### config.mk
export PLATFORM = sky130hd
export DESIGN_NAME = parallel_flash_command_sequencer_flat
export DESIGN_NICKNAME = d
export VERILOG_FILES = /design/src/design/pfcs_pkg.sv /design/src/design/pfcs_req_if.sv /design/src/design/pfcs_res_if.sv /design/src/design/pfcs_front.sv /design/src/design/pfcs_queue.sv /design/src/design/pfcs_back.sv /design/src/design/parallel_flash_command_sequencer.sv /design/src/flat_wrapper.sv
export SDC_FILE = /design/constraint.sdc
export NUM_CORES = 1
export LEC_CHECK = 0
export BUFFER_PORTS_ARGS = -buffer_cell sky130_fd_sc_hd__buf_4
export CORE_MARGIN = 3
export CORE_UTILIZATION = 45
export CTS_CLUSTER_SIZE = 20
export DETAILED_ROUTE_END_ITERATION = 7
export GPL_TIMING_DRIVEN = 0
export SYNTH_ARGS = -nofsm -noshare
export SYNTH_HDL_FRONTEND = slang
export SYNTH_HIERARCHICAL = 1
export SYNTH_SLANG_ARGS = --single-unit
export TNS_END_PERCENT = 30
### constraint.sdc
create_clock -name clk -period 5.1 [get_ports clk]
set_clock_uncertainty 0.2 [all_clocks]
set_input_delay 0.255 -clock clk [delete_from_list [all_inputs] [get_ports clk]]
set_output_delay 0.255 -clock clk [all_outputs]
set_load 0.02 [all_outputs]
### src/design/pfcs_pkg.sv
// Package for the parallel flash command sequencer.
// Holds opcodes, phases, bus constants and the job/result types; no dependencies.

package pfcs_pkg;

    // Number of memory address lines; bus addresses are reduced to this width
    localparam int ADDR_WIDTH = 16;
    localparam logic [15:0] BUS_ADDR_MASK =
        (ADDR_WIDTH >= 16) ? 16'hFFFF : 16'((32'd1 << ADDR_WIDTH) - 32'd1);

    // Depth of the job queue between front and back
    localparam int QUEUE_DEPTH = 2;
    localparam int QPTR_W      = (QUEUE_DEPTH > 1) ? $clog2(QUEUE_DEPTH) : 1;
    localparam int QCNT_W      = $clog2(QUEUE_DEPTH + 1);

    // Longest bus cycle list caused by one request
    localparam int MAX_RESULTS = 7;
    localparam int STEP_W      = $clog2(MAX_RESULTS);

    // JEDEC unlock and command bytes
    localparam logic [15:0] UNLOCK_ADDR1     = 16'h5555;
    localparam logic [15:0] UNLOCK_ADDR2     = 16'h2AAA;
    localparam logic [7:0]  UNLOCK_DATA1     = 8'hAA;
    localparam logic [7:0]  UNLOCK_DATA2     = 8'h55;
    localparam logic [7:0]  CMD_PROGRAM      = 8'hA0;
    localparam logic [7:0]  CMD_ERASE_SETUP  = 8'h80;
    localparam logic [7:0]  CMD_CHIP_ERASE   = 8'h10;
    localparam logic [7:0]  CMD_SECTOR_ERASE = 8'h30;
    localparam logic [7:0]  CMD_ID_ENTRY     = 8'h90;
    localparam logic [7:0]  CMD_ID_EXIT      = 8'hF0;
    localparam logic [7:0]  CMD_UNPROTECT    = 8'h20;
    localparam logic [7:0]  ERASED_BYTE      = 8'hFF;
    localparam logic [15:0] ID_FAMILY_ADDR   = 16'h0000;
    localparam logic [15:0] ID_DEVICE_ADDR   = 16'h0001;

    typedef enum logic [2:0] {
        OP_READ         = 3'd0,
        OP_WRITE        = 3'd1,
        OP_PROGRAM      = 3'd2,
        OP_SECTOR_ERASE = 3'd3,
        OP_CHIP_ERASE   = 3'd4,
        OP_READ_ID      = 3'd5,
        OP_UNPROTECT    = 3'd6,
        OP_BUS_RESP     = 3'd7
    } op_t;

    typedef enum logic [2:0] {
        PH_IDLE    = 3'd0,
        PH_READ    = 3'd1,
        PH_POLL    = 3'd2,
        PH_ID_HIGH = 3'd3,
        PH_ID_LOW  = 3'd4
    } phase_t;

    typedef enum logic [1:0] {
        KIND_WRITE  = 2'd0,
        KIND_READ   = 2'd1,
        KIND_DONE   = 2'd2,
        KIND_REJECT = 2'd3
    } kind_t;

    // Bus cycle list the back end plays out for one job
    typedef enum logic [3:0] {
        SEQ_READ         = 4'd0,
        SEQ_WRITE        = 4'd1,
        SEQ_DONE         = 4'd2,
        SEQ_REJECT       = 4'd3,
        SEQ_PROGRAM      = 4'd4,
        SEQ_SECTOR_ERASE = 4'd5,
        SEQ_CHIP_ERASE   = 4'd6,
        SEQ_UNPROTECT    = 4'd7,
        SEQ_READ_ID      = 4'd8,
        SEQ_ID_DONE      = 4'd9
    } seq_t;

    typedef struct packed {
        seq_t        seq;
        logic [15:0] addr;
        logic [7:0]  data;
        logic [15:0] host_data;
    } job_t;

    typedef struct packed {
        kind_t       kind;
        logic [15:0] bus_address;
        logic [7:0]  bus_data;
        logic [15:0] host_data;
        logic        done_res;
        logic        last;
    } res_t;

    // Reduce an address to the memory's address lines
    function automatic logic [15:0] bus_addr(logic [15:0] a);
        return a & BUS_ADDR_MASK;
    endfunction

endpackage

### src/design/pfcs_req_if.sv
// Request channel of the parallel flash command sequencer.
// Valid/ready handshake with the host request payload; no dependencies.

interface pfcs_req_if;
    logic        valid;
    logic        ready;
    logic [2:0]  operation;
    logic [15:0] address;
    logic [7:0]  data;
    logic [7:0]  sector;
    logic [7:0]  read_data;

    modport source (output valid, output operation, output address, output data,
                    output sector, output read_data, input ready);
    modport sink   (input valid, input operation, input address, input data,
                    input sector, input read_data, output ready);
endinterface

### src/design/pfcs_res_if.sv
// Result channel of the parallel flash command sequencer.
// Valid/ready handshake carrying one bus cycle per transfer; no dependencies.

interface pfcs_res_if;
    logic        valid;
    logic        ready;
    logic [1:0]  cycle_kind;
    logic [15:0] bus_address;
    logic [7:0]  bus_data;
    logic [15:0] host_data;
    logic        done_res;
    logic        last;

    modport source (output valid, output cycle_kind, output bus_address, output bus_data,
                    output host_data, output done_res, output last, input ready);
    modport sink   (input valid, input cycle_kind, input bus_address, input bus_data,
                    input host_data, input done_res, input last, output ready);
endinterface

### src/design/pfcs_front.sv
// Front end: accepts requests, tracks the operation phase and turns each request into a job.
// Depends on pfcs_pkg and pfcs_req_if.

module pfcs_front (
    input  logic            clk,
    input  logic            rst_n,
    pfcs_req_if.sink        req,
    output logic            job_valid,
    input  logic            job_ready,
    output pfcs_pkg::job_t  job
);
    import pfcs_pkg::*;

    phase_t      phase_reg, phase_next;
    logic [15:0] poll_addr_reg, poll_addr_next;
    logic [7:0]  expected_reg, expected_next;
    logic [7:0]  id_high_reg, id_high_next;

    op_t         op;
    logic        accept;
    logic        rd_match;
    logic [15:0] sector_addr;

    assign op          = op_t'(req.operation);
    assign req.ready   = job_ready;
    assign accept      = req.valid && job_ready;
    assign rd_match    = (req.read_data == expected_reg);
    assign sector_addr = bus_addr({req.sector, 8'h00});

    // Phase next state
    always_comb
    begin
        phase_next = phase_reg;
        if (accept)
        begin
            if (op == OP_BUS_RESP)
            begin
                unique case (phase_reg)
                    PH_READ:    phase_next = PH_IDLE;
                    PH_POLL:    phase_next = rd_match ? PH_IDLE : PH_POLL;
                    PH_ID_HIGH: phase_next = PH_ID_LOW;
                    PH_ID_LOW:  phase_next = PH_IDLE;
                    default:    phase_next = phase_reg;
                endcase
            end
            else if (phase_reg == PH_IDLE)
            begin
                unique case (op) inside
                    OP_READ:                                      phase_next = PH_READ;
                    OP_PROGRAM, OP_SECTOR_ERASE, OP_CHIP_ERASE:   phase_next = PH_POLL;
                    OP_READ_ID:                                   phase_next = PH_ID_HIGH;
                    default:                                      phase_next = PH_IDLE;
                endcase
            end
        end
    end

    // Job decode and poll/id bookkeeping
    always_comb
    begin
        job_valid      = 1'b0;
        job.seq        = SEQ_REJECT;
        job.addr       = '0;
        job.data       = '0;
        job.host_data  = '0;
        poll_addr_next = poll_addr_reg;
        expected_next  = expected_reg;
        id_high_next   = id_high_reg;
        if (accept)
        begin
            job_valid = 1'b1;
            if (op == OP_BUS_RESP)
            begin
                unique case (phase_reg)
                    PH_READ:
                    begin
                        job.seq       = SEQ_DONE;
                        job.host_data = {8'h00, req.read_data};
                    end
                    PH_POLL:
                    begin
                        if (rd_match)
                        begin
                            job.seq       = SEQ_DONE;
                            job.host_data = {8'h00, req.read_data};
                        end
                        else
                        begin
                            job.seq  = SEQ_READ;
                            job.addr = poll_addr_reg;
                        end
                    end
                    PH_ID_HIGH:
                    begin
                        id_high_next = req.read_data;
                        job.seq      = SEQ_READ;
                        job.addr     = bus_addr(ID_DEVICE_ADDR);
                    end
                    PH_ID_LOW:
                    begin
                        job.seq       = SEQ_ID_DONE;
                        job.host_data = {id_high_reg, req.read_data};
                    end
                    default:
                        // response while idle is dropped
                        job_valid = 1'b0;
                endcase
            end
            else if (phase_reg != PH_IDLE)
            begin
                job.seq = SEQ_REJECT;
            end
            else
            begin
                unique case (op)
                    OP_READ:
                    begin
                        job.seq  = SEQ_READ;
                        job.addr = bus_addr(req.address);
                    end
                    OP_WRITE:
                    begin
                        job.seq  = SEQ_WRITE;
                        job.addr = bus_addr(req.address);
                        job.data = req.data;
                    end
                    OP_PROGRAM:
                    begin
                        job.seq        = SEQ_PROGRAM;
                        job.addr       = bus_addr(req.address);
                        job.data       = req.data;
                        poll_addr_next = bus_addr(req.address);
                        expected_next  = req.data;
                    end
                    OP_SECTOR_ERASE:
                    begin
                        job.seq        = SEQ_SECTOR_ERASE;
                        job.addr       = sector_addr;
                        poll_addr_next = sector_addr;
                        expected_next  = ERASED_BYTE;
                    end
                    OP_CHIP_ERASE:
                    begin
                        job.seq        = SEQ_CHIP_ERASE;
                        job.addr       = bus_addr(ID_FAMILY_ADDR);
                        poll_addr_next = bus_addr(ID_FAMILY_ADDR);
                        expected_next  = ERASED_BYTE;
                    end
                    OP_READ_ID:
                    begin
                        job.seq  = SEQ_READ_ID;
                        job.addr = bus_addr(ID_FAMILY_ADDR);
                    end
                    default:
                        job.seq = SEQ_UNPROTECT;
                endcase
            end
        end
    end

    // State registers
    always_ff @(posedge clk or negedge rst_n)
    begin
        if (!rst_n)
        begin
            phase_reg     <= PH_IDLE;
            poll_addr_reg <= '0;
            expected_reg  <= '0;
            id_high_reg   <= '0;
        end
        else
        begin
            phase_reg     <= phase_next;
            poll_addr_reg <= poll_addr_next;
            expected_reg  <= expected_next;
            id_high_reg   <= id_high_next;
        end
    end

endmodule

### src/design/pfcs_queue.sv
// Short job queue between the front and back ends of the command sequencer.
// Depends on pfcs_pkg.

module pfcs_queue (
    input  logic            clk,
    input  logic            rst_n,
    input  logic            push_valid,
    output logic            push_ready,
    input  pfcs_pkg::job_t  push_job,
    output logic            pop_valid,
    input  logic            pop_ready,
    output pfcs_pkg::job_t  pop_job
);
    import pfcs_pkg::*;

    job_t              entry_reg [QUEUE_DEPTH];
    logic [QPTR_W-1:0] wr_ptr_reg, wr_ptr_next;
    logic [QPTR_W-1:0] rd_ptr_reg, rd_ptr_next;
    logic [QCNT_W-1:0] count_reg, count_next;
    logic              do_push;
    logic              do_pop;

    assign push_ready = (count_reg != QCNT_W'(QUEUE_DEPTH));
    assign pop_valid  = (count_reg != '0);
    assign pop_job    = entry_reg[rd_ptr_reg];
    assign do_push    = push_valid && push_ready;
    assign do_pop     = pop_valid && pop_ready;

    // Pointer and count update
    always_comb
    begin
        wr_ptr_next = wr_ptr_reg;
        rd_ptr_next = rd_ptr_reg;
        count_next  = count_reg;
        if (do_push)
            wr_ptr_next = (wr_ptr_reg == QPTR_W'(QUEUE_DEPTH - 1)) ? '0 : wr_ptr_reg + 1'b1;
        if (do_pop)
            rd_ptr_next = (rd_ptr_reg == QPTR_W'(QUEUE_DEPTH - 1)) ? '0 : rd_ptr_reg + 1'b1;
        if (do_push && !do_pop)
            count_next = count_reg + 1'b1;
        else if (do_pop && !do_push)
            count_next = count_reg - 1'b1;
    end

    always_ff @(posedge clk or negedge rst_n)
    begin
        if (!rst_n)
        begin
            wr_ptr_reg <= '0;
            rd_ptr_reg <= '0;
            count_reg  <= '0;
        end
        else
        begin
            wr_ptr_reg <= wr_ptr_next;
            rd_ptr_reg <= rd_ptr_next;
            count_reg  <= count_next;
        end
    end

    // Entry storage
    always_ff @(posedge clk)
    begin
        if (do_push)
            entry_reg[wr_ptr_reg] <= push_job;
    end

endmodule

### src/design/pfcs_back.sv
// Back end: plays each job's bus cycle list, one result per cycle unless held off.
// Depends on pfcs_pkg and pfcs_res_if.

module pfcs_back (
    input  logic            clk,
    input  logic            rst_n,
    input  logic            job_valid,
    output logic            job_ready,
    input  pfcs_pkg::job_t  job,
    pfcs_res_if.source      res
);
    import pfcs_pkg::*;

    logic [STEP_W-1:0] step_reg, step_next;
    logic              out_valid_reg, out_valid_next;
    res_t              out_data_reg;
    res_t              cur;
    logic              load;

    // One write of the three-write unlock sequence; the third carries the command
    function automatic res_t unlock_cycle(logic [STEP_W-1:0] idx, logic [7:0] cmd);
        res_t r;
        r      = '0;
        r.kind = KIND_WRITE;
        case (idx)
            STEP_W'(0):
            begin
                r.bus_address = bus_addr(UNLOCK_ADDR1);
                r.bus_data    = UNLOCK_DATA1;
            end
            STEP_W'(1):
            begin
                r.bus_address = bus_addr(UNLOCK_ADDR2);
                r.bus_data    = UNLOCK_DATA2;
            end
            default:
            begin
                r.bus_address = bus_addr(UNLOCK_ADDR1);
                r.bus_data    = cmd;
            end
        endcase
        return r;
    endfunction

    // Result for step s of job j
    function automatic res_t step_res(job_t j, logic [STEP_W-1:0] s);
        res_t r;
        logic first_group;
        logic [STEP_W-1:0] s2;
        r           = '0;
        first_group = (s < STEP_W'(3));
        s2          = s - STEP_W'(3);
        unique case (j.seq)
            SEQ_READ:
            begin
                r.kind        = KIND_READ;
                r.bus_address = j.addr;
                r.last        = 1'b1;
            end
            SEQ_WRITE:
            begin
                r.kind        = KIND_WRITE;
                r.bus_address = j.addr;
                r.bus_data    = j.data;
                r.done_res    = 1'b1;
                r.last        = 1'b1;
            end
            SEQ_DONE:
            begin
                r.kind      = KIND_DONE;
                r.host_data = j.host_data;
                r.done_res  = 1'b1;
                r.last      = 1'b1;
            end
            SEQ_REJECT:
            begin
                r.kind = KIND_REJECT;
                r.last = 1'b1;
            end
            SEQ_PROGRAM:
            begin
                if (first_group)
                    r = unlock_cycle(s, CMD_PROGRAM);
                else if (s == STEP_W'(3))
                begin
                    r.kind        = KIND_WRITE;
                    r.bus_address = j.addr;
                    r.bus_data    = j.data;
                end
                else
                begin
                    r.kind        = KIND_READ;
                    r.bus_address = j.addr;
                    r.last        = 1'b1;
                end
            end
            SEQ_SECTOR_ERASE:
            begin
                if (first_group)
                    r = unlock_cycle(s, CMD_ERASE_SETUP);
                else if (s < STEP_W'(5))
                    r = unlock_cycle(s2, CMD_SECTOR_ERASE);
                else if (s == STEP_W'(5))
                begin
                    r.kind        = KIND_WRITE;
                    r.bus_address = j.addr;
                    r.bus_data    = CMD_SECTOR_ERASE;
                end
                else
                begin
                    r.kind        = KIND_READ;
                    r.bus_address = j.addr;
                    r.last        = 1'b1;
                end
            end
            SEQ_CHIP_ERASE:
            begin
                if (first_group)
                    r = unlock_cycle(s, CMD_ERASE_SETUP);
                else if (s < STEP_W'(6))
                    r = unlock_cycle(s2, CMD_CHIP_ERASE);
                else
                begin
                    r.kind        = KIND_READ;
                    r.bus_address = j.addr;
                    r.last        = 1'b1;
                end
            end
            SEQ_UNPROTECT:
            begin
                if (first_group)
                    r = unlock_cycle(s, CMD_ERASE_SETUP);
                else
                begin
                    r = unlock_cycle(s2, CMD_UNPROTECT);
                    if (s >= STEP_W'(5))
                    begin
                        r.done_res = 1'b1;
                        r.last     = 1'b1;
                    end
                end
            end
            SEQ_READ_ID:
            begin
                if (first_group)
                    r = unlock_cycle(s, CMD_ID_ENTRY);
                else
                begin
                    r.kind        = KIND_READ;
                    r.bus_address = j.addr;
                    r.last        = 1'b1;
                end
            end
            SEQ_ID_DONE:
            begin
                if (first_group)
                    r = unlock_cycle(s, CMD_ID_EXIT);
                else
                begin
                    r.kind      = KIND_DONE;
                    r.host_data = j.host_data;
                    r.done_res  = 1'b1;
                    r.last      = 1'b1;
                end
            end
            default:
            begin
                r.kind = KIND_REJECT;
                r.last = 1'b1;
            end
        endcase
        return r;
    endfunction

    // Load a job's next result when the output register is free or being drained
    assign cur       = step_res(job, step_reg);
    assign load      = job_valid && (!out_valid_reg || res.ready);
    assign job_ready = load && cur.last;

    always_comb
    begin
        step_next      = step_reg;
        out_valid_next = out_valid_reg;
        if (load)
        begin
            step_next      = cur.last ? '0 : step_reg + 1'b1;
            out_valid_next = 1'b1;
        end
        else if (res.ready)
            out_valid_next = 1'b0;
    end

    always_ff @(posedge clk or negedge rst_n)
    begin
        if (!rst_n)
        begin
            step_reg      <= '0;
            out_valid_reg <= 1'b0;
        end
        else
        begin
            step_reg      <= step_next;
            out_valid_reg <= out_valid_next;
        end
    end

    // Output payload register
    always_ff @(posedge clk)
    begin
        if (load)
            out_data_reg <= cur;
    end

    assign res.valid       = out_valid_reg;
    assign res.cycle_kind  = out_data_reg.kind;
    assign res.bus_address = out_data_reg.bus_address;
    assign res.bus_data    = out_data_reg.bus_data;
    assign res.host_data   = out_data_reg.host_data;
    assign res.done_res    = out_data_reg.done_res;
    assign res.last        = out_data_reg.last;

endmodule

### src/design/parallel_flash_command_sequencer.sv
// An accepted request is written into the job queue, then its first result is loaded into
// the output register. Throughput: one result per cycle while the result side is ready;
// a request gives one result per bus cycle: 0 for a dropped response, 1 to 7 otherwise,
// and 7 for an erase with its poll read.
// Requests are accepted every cycle while the two-entry job queue has room; a held result
// stalls the back end, then the queue, then the request side.
// Reset (rst_n low, asynchronous): phase idle, poll/id registers zero, queue and output empty.
// Top level of the parallel flash command sequencer; depends on pfcs_pkg, both interfaces,
// pfcs_front, pfcs_queue and pfcs_back.

module parallel_flash_command_sequencer (
    input  logic       clk,
    input  logic       rst_n,
    pfcs_req_if.sink   req,
    pfcs_res_if.source res
);
    import pfcs_pkg::*;

    logic push_valid;
    logic push_ready;
    job_t push_job;
    logic pop_valid;
    logic pop_ready;
    job_t pop_job;

    pfcs_front u_front (
        .clk       (clk),
        .rst_n     (rst_n),
        .req       (req),
        .job_valid (push_valid),
        .job_ready (push_ready),
        .job       (push_job)
    );

    pfcs_queue u_queue (
        .clk        (clk),
        .rst_n      (rst_n),
        .push_valid (push_valid),
        .push_ready (push_ready),
        .push_job   (push_job),
        .pop_valid  (pop_valid),
        .pop_ready  (pop_ready),
        .pop_job    (pop_job)
    );

    pfcs_back u_back (
        .clk       (clk),
        .rst_n     (rst_n),
        .job_valid (pop_valid),
        .job_ready (pop_ready),
        .job       (pop_job),
        .res       (res)
    );

`ifndef SYNTHESIS
    // A rejected request carries nothing but the last flag
    assert property (@(posedge clk) disable iff (!rst_n)
        (res.valid && res.cycle_kind == KIND_REJECT) |->
            (res.last && !res.done_res && res.bus_address == 16'h0000
             && res.host_data == 16'h0000))
        else $error("reject result carries payload");

    // A completion always finishes the operation and ends the request's results
    assert property (@(posedge clk) disable iff (!rst_n)
        (res.valid && res.cycle_kind == KIND_DONE) |-> (res.done_res && res.last))
        else $error("completion without done/last");

    // A host request into an empty pipeline reaches the result via queue and output register
    assert property (@(posedge clk) disable iff (!rst_n)
        (req.valid && req.ready && req.operation != OP_BUS_RESP && !pop_valid
         && !res.valid) |=> ##1 res.valid)
        else $error("request result missing");
`endif

endmodule

### src/flat_wrapper.sv
// flat-port wrapper written by rule: the top's interface ports become plain ports
module parallel_flash_command_sequencer_flat import pfcs_pkg::*;
  (clk, rst_n, req_valid, req_operation, req_address, req_data, req_sector, req_read_data, req_ready, res_valid, res_cycle_kind, res_bus_address, res_bus_data, res_host_data, res_done_res, res_last, res_ready);
  pfcs_req_if req_i ();
  pfcs_res_if res_i ();
  input  logic clk;
  input  logic rst_n;
  input wire logic [$bits(req_i.valid)-1:0] req_valid;
  input wire logic [$bits(req_i.operation)-1:0] req_operation;
  input wire logic [$bits(req_i.address)-1:0] req_address;
  input wire logic [$bits(req_i.data)-1:0] req_data;
  input wire logic [$bits(req_i.sector)-1:0] req_sector;
  input wire logic [$bits(req_i.read_data)-1:0] req_read_data;
  output wire logic [$bits(req_i.ready)-1:0] req_ready;
  output wire logic [$bits(res_i.valid)-1:0] res_valid;
  output wire logic [$bits(res_i.cycle_kind)-1:0] res_cycle_kind;
  output wire logic [$bits(res_i.bus_address)-1:0] res_bus_address;
  output wire logic [$bits(res_i.bus_data)-1:0] res_bus_data;
  output wire logic [$bits(res_i.host_data)-1:0] res_host_data;
  output wire logic [$bits(res_i.done_res)-1:0] res_done_res;
  output wire logic [$bits(res_i.last)-1:0] res_last;
  input wire logic [$bits(res_i.ready)-1:0] res_ready;
  assign req_i.valid = req_valid;
  assign req_i.operation = req_operation;
  assign req_i.address = req_address;
  assign req_i.data = req_data;
  assign req_i.sector = req_sector;
  assign req_i.read_data = req_read_data;
  assign req_ready = req_i.ready;
  assign res_valid = res_i.valid;
  assign res_cycle_kind = res_i.cycle_kind;
  assign res_bus_address = res_i.bus_address;
  assign res_bus_data = res_i.bus_data;
  assign res_host_data = res_i.host_data;
  assign res_done_res = res_i.done_res;
  assign res_last = res_i.last;
  assign res_i.ready = res_ready;
  parallel_flash_command_sequencer u_core (.clk(clk), .rst_n(rst_n), .req(req_i), .res(res_i));
endmodule
# Yosys cells after proc, flatten, opt, wreduce, memory -nomap -nowiden
# Memories as Yosys holds them, arrays and structs flattened.
# Index checks and enable logic that the tools add are counted.
# word_totals
reg_bits	87
latchBits	0
ramBits	88
romBits	0
inputBits	47
output_inout_bits	46
wordCells	158
n_memories	1
# memory_table
name	depth	word_bits	rd	rd_ports_with_merged_regs	wr	line_no	rtl
u_core.u_queue.entry_reg	2	44	1	0	1	pfcs_queue.sv:16	job_t entry_reg [QUEUE_DEPTH];
# op_classes
n_addsub	6
n_mul	0
div	0
magnitude_cmp	4
eq_ne	25
shift	0
n_mux	70
bitwise_logic	2
n_reduce_logical	35
# op_table
cell	n
$pmux W23 S2	7
$mux W44	3
$pmux W16 S7	1
$pmux W16 S3	2
$pmux W16 S6	1
$mux W17	4
$pmux W16 S2	2
$pmux W8 S7	1
$mux W26	2
$mux W25	2
$mux W24	2
$mux W42	1
$mux W16	2
$mux W8	4
$pmux W4 S6	1
$mux W20	1
$mux W18	1
$pmux W2 S9	1
$eq A4 B3 Y1 const B	4
$pmux W4 S4	1
$pmux W8 S2	1
$eq A3 B2 Y1 const B	5
$eq A3 B3 Y1 const B	5
$mux W1	15
35 further kinds	73

# Depth between registers and ports, before layout
# Gate-level depths: netlist of run 1.
# depth
word_depth	11
ltp_mapped	14
mapped_depth_nobuf	11

# Modules after synthesis
# Netlist of run 1, hierarchy kept.
# by_module_without_submodules
module	instances	cells_each	area_each_um2	seq_area_each_um2
pfcs_queue	1	155	3569.7	2742.6
pfcs_back	1	288	2955.3	1421.4
pfcs_front	1	280	2428.6	875.8

# Worst setup path before layout of run 1
# Ideal clock, no wire load.
# synth_timing
path_type	flip-flop to flip-flop
from	reg u_core.u_front.phase_reg[0]
to	mem u_core/u_queue/entry_reg[0][0] (netlist bit) (enable)
setup_ns	0.445
t_arrival_ns	2.992
required_time_ns	4.455
setup_slack_ns	1.463
path_stages_with_launch	7
n_path_buf	1
synth_period_minus_slack_ns	3.637
cell_sequence	dfrtp_1 clkbuf_8 nor2_1 xnor2_1 a21oi_1 nand2_1 nor2_1
# synth_via
elab_chain_cells	8
word_cells_on_any_way	11
cone_classes	eq/ne (4); mux (5); reduce/logical (2)
# synth_rtl
element	line_no	rtl
from (decl)	pfcs_front.sv:14	phase_t phase_reg, phase_next;
from (signal assigned)	pfcs_front.sv:173	phase_reg <= phase_next;
$eq A3 B3 Y1 (tied with other cells)	pfcs_front.sv:74	unique case (phase_reg)
$reduce_or A4 Y1 (no line) (*)	--	
$mux W1 (*)	pfcs_front.sv:74	
$mux W1 (*)	pfcs_front.sv:72	if (op == OP_BUS_RESP)
$mux W1 (*)	pfcs_front.sv:69	if (accept)
named net u_core.push_valid	parallel_flash_command_sequencer.sv:19	logic push_valid;
$logic_and A1 B1 Y1 (*)	pfcs_queue.sv:26	assign do_push = push_valid && push_ready;
$mux W1 (*)	pfcs_queue.sv:64	if (do_push)
$mux W1 (not written as such) (*)	pfcs_queue.sv:65	entry_reg[wr_ptr_reg] <= push_job;
to (decl)	pfcs_queue.sv:16	
# The timed path passes the listed nets; every way through them passes the cells marked *.

# Worst setup path in the final report of run 1
# layout_timing
from	reg u_core.u_back.step_reg[1]
to	reg u_core.u_queue.count_reg[1]
# layout_via
elab_chain_cells	10
word_cells_on_any_way	25
cone_classes	order compare (4); eq/ne (2); mux (13); reduce/logical (6)
# layout_rtl
element	line_no	rtl
from (decl)	pfcs_back.sv:14	logic [STEP_W-1:0] step_reg, step_next;
from (signal assigned)	pfcs_back.sv:202	step_reg <= step_next;
branches (longest 4 deep; another with $ge A3 B3 Y1)	--	
$pmux W1 S6 (*)	pfcs_back.sv:53	unique case (j.seq)
$logic_and A1 B1 Y1 (*)	pfcs_back.sv:178	assign job_ready = load && cur.last;
named net u_core.pop_ready	parallel_flash_command_sequencer.sv:23	logic pop_ready;
$logic_and A1 B1 Y1 (*)	pfcs_queue.sv:27	assign do_pop = pop_valid && pop_ready;
$logic_not A1 Y1	pfcs_queue.sv:39	if (do_push && !do_pop)
$logic_and A1 B1 Y1	pfcs_queue.sv:39	
$mux W2 or $reduce_bool A2 Y1 (tied branches)	--	
to (signal assigned)	pfcs_queue.sv:57	count_reg <= count_next;
to (decl)	pfcs_queue.sv:19	logic [QCNT_W-1:0] count_reg, count_next;
# Mark *: on every way through the listed nets, which the timed path passes.
# A chain may end at the register's enable or synchronous reset.

==> metrics.txt, run 1 <==
status=complete, no violations; post_cts resized=0; # H-tree levels=4; most common cell after layout, fill and taps aside=edfxtp_1; Worst Max-Slew Pin Slew=roughly 0.94 ns; DRC Markers=0; post-synthesis net count=776; Max Cap Violations=0; Sw Ratio=36.4%; # nets final=a little over 900; max-slew violations=0; crit end category=register; # diodes=0; CTS tree=yes; Pre-antenna DRT Iters=5; max reg flops=just under 90; Die Height=about 150 um; endpoints failing setup=0; wire length per cell=~19 um; die area=21,600 um^2; Slowest cell on crit path=dfrtp_1; gr ovfl total=0; Yosys Warn Count=6; Die W=147 um; Clock transition at path regs=0.07 ns; most frequent CP cell=ha_1; Netlist cell types=between 80 and 90; fmax=318 MHz; # IOs=between 90 and 100; worst-path fanout max=10; worst min path class=in -> reg; combinational share of power=41.6%; Final WS setup=1.95 ns; arrival time at the worst endpoint=3.29 ns; CP Class=reg -> reg; synthesis-to-layout area growth=23.3%; Core Box Area=19,100 um^2; gpl congestion=a little over 0.9; final core occ=57.7%; Main synth FF type=edfxtp_1; VDD IR max=roughly 0.00027 V; post-synthesis cell count=723; pwr dens=between 500 and 600 nW/um^2; Worst EP required=5.24 ns; Pwr Total=6.14 mW; layout cells sized above 1=27.7%; Num Clock Sinks=175; Clock Power Share=20.6%; Overall Global Routing Usage=about a fifth; RSZ-0062 raised after global routing=false; Syn Std Cell Area=8950 um^2; min cycle time layout=approximately 3.1 ns; Syn Area/Cell=12.4 um^2; Post-DP HPWL=16,100 um; post-synthesis sequential area ratio=about 56%; fraction of registers with async set/reset=24.6%; Yosys reg bits=175; Worst setup SP type=register; root buf cell=clkbuf_16; Cell Int Power=3.91 mW; CTS buffer count=17; LEAKAGE=4.42 nW; dpl ws=1.97 ns; Total Neg Setup Slack=0 ns; crit-path max cell delay=0.49 ns; initial antenna violation count=0; commonest non-fill, non-tap cells in the layout=edfxtp_1, buf_4, nand2_1, o21ai_0, dfrtp_1; vias in the first global route=about 6,300; switching pwr=2.23 mW; Tcrit/Tclk final=61.7%; largest net degree at the start of global routing=44; DR vias=6,427; sequential power share=37.8%; PortBufs=between 90 and 100; worst skew pair latency=0.43 ns; Final ANT Viol Nets=0; final wirelength=22,200 um; Initial Utilization=46.8%; Fill cells=1,612; first-pass GRT wire length=34,800 um; Slew headroom=37.2%; maximum clock insertion buffer count=2; std cell rows=50; Post-synth EDFFs=132; Hold Slack=0.0570 ns; vias per cell=between 5 and 6; Fin. Hold Viols=0; critical path, cell by cell=buf_6 -> inv_1 -> ha_1 -> clkbuf_1 -> nor3_1 -> a211oi_2 -> a21oi_1 -> nand2_1 -> ha_1 -> nor2_1 -> xor2_1; Iteration-0 DRC Markers=roughly 470
## per-layer routing
layer / vias to the layer above / wire length, um / GRT usage (%)
met3: 26 / 1180 / 3.95
met5: - / 0 / 0
met2: 217 / 10900 / 33.5
met4: 0 / 327 / 6.06
met1: 3189 / 9870 / 28.2
li1: 2995 / - / -
## final cells by class
type	count	area, um^2	area share, %
flip-flops and latches	175	5040	45.6
multi-input cells	489	3530	32.0
repair buffers	136	1170	10.6
clock buffers	18	439	3.98
plain buffers	47	343	3.11
well taps	260	325	2.95
clock inverters	14	143	1.29
inverters	12	45.0	0.408
## critical path, delay by kind of cell (launching register included)
family	cells	cell delay, ns
AOI/OAI and AO/OA	2	0.43
adders and majority gates	2	0.58
xor gates and xnor gates	1	0.17
and+or+nand+nor	3	0.41
buffers and inverters	3	0.77
DFF	1	0.49
## kinds of logic after synthesis
logic type	Yosys count	synth area share (%)
flops	175	56.3
fa+ha+maj	6	0.838
buf+inv	59	4.33
simple gates	220	13.1
compound gates	183	14.4
xor+xnor	18	1.76
mux	62	9.31
## per-stage QoR
step	area (um^2)	instances
2_1_floorplan	8950	723
6_report	11000	1151
4_1_cts	11000	1151
5_1_grt	11000	1151
3_3_place_gp	9960	1074
3_5_place_dp	10000	1077
## power by group through the flow
stage	clock [mW]	combinational [mW]	sequential, mW
finish	1.26	2.56	2.32
global placement	0	2.44	2.35
global route	1.35	2.75	2.37
detailed placement	0	2.52	2.35
floorplan	0	1.53	2.53
CTS	1.29	2.56	2.32
## synthesized netlist by cell type (7+ instances only)
cell | n | share of area [%]
edfxtp_1 | 132 | 44
nand2_1 | 71 | 3.0
o21ai_0 | 51 | 2.9
dfrtp_1 | 43 | 12
mux2_4 | 39 | 6.5
nor2_1 | 38 | 1.6
and2_1 | 34 | 2.4
a21oi_1 | 28 | 1.6
buf_2 | 21 | 1.2
xnor2_1 | 15 | 1.5
a21o_1 | 14 | 1.2
mux2_2 | 14 | 1.8
o211ai_1 | 14 | 1.2
clkbuf_1 | 12 | 0.50
inv_1 | 12 | 0.50
nand2b_1 | 12 | 0.84
a22oi_1 | 10 | 0.84
a32oi_1 | 9 | 0.88
mux2i_1 | 9 | 1.0
nor2b_1 | 9 | 0.63
o2bb2ai_1 | 8 | 0.78
nand3_1 | 7 | 0.39
nor3b_1 | 7 | 0.59
o22ai_1 | 7 | 0.49
## final timing paths
path / start / to / slack [ns] / cells after the start
min in group asynchronous: rst_n / u_core/u_back/step_reg[0] / 0.18 / 2
min: req_sector[6] / u_core/u_queue/entry_reg[0][38] / 0.06 / 3
max reg2reg: u_core/u_back/step_reg[1] / u_core/u_queue/count_reg[1] / 1.95 / 11
min reg2reg: u_core/u_front/poll_addr_reg[14] / u_core/u_front/poll_addr_reg[14] / 0.29 / 2
max: u_core/u_back/step_reg[1] / u_core/u_queue/count_reg[1] / 1.95 / 11
max in group asynchronous: rst_n / u_core/u_front/phase_reg[0] / 4.06 / 2
## timing repair
action | 4_1_cts | 5_1_grt
hold endpoints to repair | 88 | 0
endpoints found under the setup margin | 0 | 0
hold buffers | 42 | 0
setup buffers | 0 | 0
Power figures use the tool's default switching activity.
==> run 2, diff against run 1 <==
Clock period 5.1 ns to 2.98 ns, I/O delays scaled along.
==> metrics.txt, run 2 (same netlist as run 1, synthesis figures left out) <==
worst min path class=in -> reg; max reg flops=slightly below 90; CTS tree=yes; switching pwr=between 3 and 4 mW; # diodes=0; Die W=147 um; Post-DP HPWL=16,100 um; # nets final=948; Pwr Total=between 10 and 15 mW; layout cells sized above 1=30.5%; Cell Int Power=6.79 mW; max-slew violations=0; std cell rows=50; worst-path fanout max=10; most common cell after layout, fill and taps aside=edfxtp_1; gpl congestion=0.897; WP buf/inv=3; DRC Markers=0; Fin. Hold Viols=0; first-pass GRT wire length=about 36,000 um; Slew headroom=56.4%; commonest non-fill, non-tap cells in the layout=edfxtp_1, buf_4, nand2_1, o21ai_0, dlygate4sd3_1; vias per cell=5.64; Worst Max-Slew Pin Slew=0.650 ns; min-delay src=req_sector[2]; Die Height=around 150 um; arrival time at the worst endpoint=2.99 ns; R2R depth=12; Max Cap Violations=0; Worst EP required=3.09 ns; fmax=around 350 MHz; sequential power share=37.1%; most frequent CP cell=xor2_1; gr ovfl total=0; final wirelength=23,000 um; Design Area, Final=roughly 11,000 um^2; worst r2r src=u_core/u_back/step_reg[1]; Worst setup SP type=register; min cycle time layout=2.88 ns; # H-tree levels=4; PortBufs=91; Pre-antenna DRT Iters=5; # IOs=93; vias in the first global route=6,426; Sw Ratio=36.6%; die area=between 20,000 and 25,000 um^2; largest net degree at the start of global routing=44; Num Clock Sinks=175; Slowest cell on crit path=dfrtp_2; Iteration-0 DRC Markers=696; CTS buffer count=17; CP delay by family, top=buffers and inverters; endpoints failing setup=0; Critical Path Source=u_core/u_back/step_reg[1]; Clock Power Share=between 20% and 30%; R2R Path End=u_core/u_queue/count_reg[1]; worst skew pair latency=0.43 ns; critical path, cell by cell=buf_6 -> inv_1 -> ha_1 -> buf_2 -> nor3_2 -> a211oi_2 -> a21oi_2 -> nand2_2 -> ha_2 -> xor2_1 -> nor2_1 -> xor2_1; wire length per cell=19.7 um; Tcrit/Tclk final=96.5%; crit-path max cell delay=0.47 ns; Post-DP Area=10,000 um^2; DR vias=6,588; combinational share of power=42.9%; Core Box Area=19,100 um^2; reg2reg setup slack=0.10 ns; CP Class=reg -> reg; Final ANT Viol Nets=0; VDD IR max=0.000481 V; CP Capture Point=u_core/u_queue/count_reg[1]; Hold Slack=between 0.015 and 0.02 ns; Levels on crit path=12; status=complete, no violations; synthesis-to-layout area growth=25.6%; LEAKAGE=4.51 nW; Initial Utilization=46.8%; pwr dens=952 nW/um^2; maximum clock insertion buffer count=2; root buf cell=clkbuf_16; Fill cells=1,589; initial antenna violation count=0; Overall Global Routing Usage=21.3%; Clock transition at path regs=0.07 ns; crit end category=register
==> run 2: changes by cell type in the layout (fill, tap and decap cells not counted), sizes merged <==
cell	change
clkbuf	-2
inv	-1
dlygate4sd3	+5
buf	+13
clkinvlp	-2
clkinv	+4
==> run 2: how the worst min path moves through the flow <==
stage,endpoint,slack [ns],depth (start not counted)
after floorplan,u_core/u_back/res.valid,-0.35,0
after global placement,u_core/u_back/res.valid,0.0008,1
after detailed placement,u_core/u_back/res.valid,0.01,1
after CTS,u_core/u_queue/entry_reg[0][39],0.007,3
after global routing,u_core/u_queue/entry_reg[0][39],0.03,3
final,u_core/u_queue/entry_reg[1][34],0.02,3
==> run 2: repair_timing <==
item	4_1_cts	5_1_grt
pin swaps	5	8
hold buffers	47	0
setup endpoints to repair	2	47
endpoints found under the hold margin	130	0
buffers inserted	6	6
resized for setup	13	21
==> run 2: power groups by stage <==
stage | Clock, mW | Combinational (mW) | Sequential (mW)
6_report | 2.15 | 4.59 | 3.97
4_1_cts | 2.19 | 4.48 | 3.97
2_1_floorplan | 0 | 2.62 | 4.33
3_5_place_dp | 0 | 4.31 | 4.02
5_1_grt | 2.30 | 4.94 | 4.05
3_3_place_gp | 0 | 4.21 | 4.02
==> run 2: area by class of cell <==
type	instances	area, um^2	area share, %
clock buffer	17	425	3.78
timing repair buffer	153	1300	11.6
tap	260	325	2.89
inverter	12	45.0	0.400
buffer	47	373	3.31
multi-input combinational	489	3590	31.9
sequential	175	5040	44.8
clock inverter	15	146	1.30
==> run 2: tightest hold or removal path: stages <==
cell,delay [ns]
buf_4,0.08
mux2i_1,0.05
o2bb2ai_1,0.23
==> run 2: metrics by stage <==
| stage | cells | utilization, % | TNS (ns) | setup slack [ns] |
|---|---|---|---|---|
| final | 1168 | 58.8 | 0 | 0.103 |
| after global routing | 1168 | 58.8 | -0.000191 | -0.000191 |
| after CTS | 1162 | 58.3 | 0 | 0.000743 |
| after detailed placement | 1077 | 52.4 | -0.461 | -0.301 |
| after global placement | 1074 | 52.1 | -71.30 | -0.934 |
| after floorplan | 723 | - | 0 | 0.0725 |
==> run 2: per-layer routing <==
layer  part of all wire [%]  track usage, %  vias to the layer above
met3                    5.1            4.60                       26
li1                       -               -                     3049
met5                      0               0                        -
met1                     46            30.1                     3271
met4                    1.4            6.43                        0
met2                     47            33.3                      242
==> run 3, diff against run 2 <==
Settings changed: BUFFER_PORTS_ARGS -buffer_cell sky130_fd_sc_hd__buf_4 to -buffer_cell sky130_fd_sc_hd__buf_2.
==> metrics.txt, run 3 (same netlist as run 1, synthesis figures left out) <==
largest net degree at the start of global routing=48; min-delay src=req_valid; WP buf/inv=2; Slowest cell on crit path=dfrtp_1; vias per cell=between 5 and 6; CP delay by family, top=simple AND/OR/NAND/NOR gates; status=complete, no violations; PortBufs=91; CTS tree=yes; Pwr Total=between 10 and 15 mW; endpoints failing setup=0; final core occ=57.7%; commonest non-fill, non-tap cells in the layout=edfxtp_1, buf_2, nand2_1, o21ai_0, dlygate4sd3_1; Tcrit/Tclk final=approximately 99%; critical path, cell by cell=buf_8 -> buf_12 -> mux2_4 -> nand4bb_2 -> nor3_2 -> a211oi_2 -> a21oi_2 -> nand2_2 -> ha_2 -> xor2_1 -> nor2_1 -> xor2_1; wire length per cell=19.2 um; first-pass GRT wire length=roughly 35,000 um; Overall Global Routing Usage=about 21%; Worst EP required=between 3 and 4 ns; Slew headroom=26.2%; layout cells sized above 1=30.4%; Sequential Area=5040 um^2; arrival time at the worst endpoint=3.08 ns; most common cell after layout, fill and taps aside=edfxtp_1; worst r2r src=u_core/u_queue/rd_ptr_reg; vias in the first global route=roughly 6,400; worst min path class=in -> reg; Max Cap Violations=0; final wirelength=22,400 um; area occupied by multi-input gates=3590 um^2; Hold Slack=0.0636 ns; Iteration-0 DRC Markers=595; Num Clock Sinks=between 150 and 200; Fill cells=1,591; worst-path fanout max=10; # IOs=93; Worst setup SP type=register; Levels on crit path=12; gpl congestion=0.878; # diodes=0; R2R Path End=u_core/u_queue/count_reg[1]; DR vias=6,476; CTS buffer count=17; Die W=roughly 150 um; synthesis-to-layout area growth=23.4%; maximum clock insertion buffer count=2; Final WS setup=0.0428 ns; crit-path max cell delay=about 0.38 ns; max reg flops=a little under 90; Initial Utilization=46.8%; Pre-antenna DRT Iters=5; root buf cell=clkbuf_16; Clock transition at path regs=0.07 ns; reg2reg setup slack=0.04 ns; dpl ws=-0.340 ns; Core Box Area=between 15,000 and 20,000 um^2; hold path depth=3; max-slew violations=0; pwr dens=965 nW/um^2; # nets final=946; LEAKAGE=4.44 nW; RSZ-0062 raised after global routing=true; VDD IR max=0.000420 V; Die Height=147 um; CP Class=reg -> reg; std cell rows=50; Post-DP HPWL=15,800 um; Final ANT Viol Nets=0; # H-tree levels=4; fmax=around 340 MHz; min cycle time layout=2.94 ns; worst hold path endpoint=u_core/u_queue/entry_reg[1][42]; crit end category=register; gr ovfl total=0; initial antenna violation count=0; R2R depth=12; die area=21,600 um^2; Fin. Hold Viols=0; Worst Max-Slew Pin Slew=1.11 ns; DRC Markers=0; worst skew pair latency=0.42 ns; most frequent CP cell=xor2_1
-- run 3: metrics by stage --
stage | TNS [ns] | cell area (um^2) | std cells
2_1_floorplan | 0 | 8960 | 723
3_3_place_gp | -69.28 | 9740 | 1074
3_5_place_dp | -0.519 | 9780 | 1076
4_1_cts | 0 | 11000 | 1160
5_1_grt | -0.0879 | 11000 | 1166
6_report | 0 | 11000 | 1166
-- run 3: metal layers --
layer	wire (um)	vias to the layer above	share of wire, %	GRT usage (%)
li1	-	3031	-	-
met4	530	0	2.4	6.62
met5	0	-	0	0
met2	10500	267	47	33.2
met1	10100	3131	45	28.3
met3	1200	47	5.3	4.19
-- run 3: worst register-to-register path: cells and delay by family, from the launching register on --
family                     cells  cell delay [ns]
DFF                            1             0.38
AOI/OAI and AO/OA              2             0.36
xor gates and xnor gates       2             0.30
buffers and inverters          2             0.28
muxes                          1             0.33
and+or+nand+nor                4             0.83
adders and majority gates      1             0.18
-- run 3: worst max path at each step --
stage	start	endpoint	slack, ns
4_1_cts	u_core/u_queue/rd_ptr_reg	u_core/u_queue/count_reg[1]	0.006
3_5_place_dp	u_core/u_queue/rd_ptr_reg	u_core/u_queue/count_reg[1]	-0.34
3_3_place_gp	u_core/u_queue/count_reg[0]	u_core/u_queue/entry_reg[0][1]	-0.90
2_1_floorplan	u_core/u_front/phase_reg[0]	u_core/u_queue/entry_reg[0][0]	0.07
6_report	u_core/u_queue/rd_ptr_reg	u_core/u_queue/count_reg[1]	0.04
5_1_grt	u_core/u_queue/rd_ptr_reg	u_core/u_queue/count_reg[1]	-0.04
-- run 3: timing repair --
| action | CTS | global route |
|---|---|---|
| buffers inserted | 6 | 6 |
| pin swaps | 5 | 8 |
| endpoints found under the hold margin | 128 | 0 |
| gates resized for setup | 18 | 16 |
| hold buffers | 46 | 0 |
| endpoints found under the setup margin | 2 | 50 |
-- run 3: final cells by class --
class | instances | area share (%)
sequential | 175 | 45.6
multi-input combinational | 489 | 32.5
timing repair buffer | 151 | 9.47
clock buffer | 18 | 3.89
buffer | 47 | 3.40
tap | 260 | 2.95
clock inverter | 14 | 1.74
inverter | 12 | 0.408
-- run 3: where the power goes --
group	total, mW	internal [mW]	switching [mW]
clock	2.34	1.35	0.988
sequential	3.96	3.66	0.301
combinational	4.36	1.84	2.53
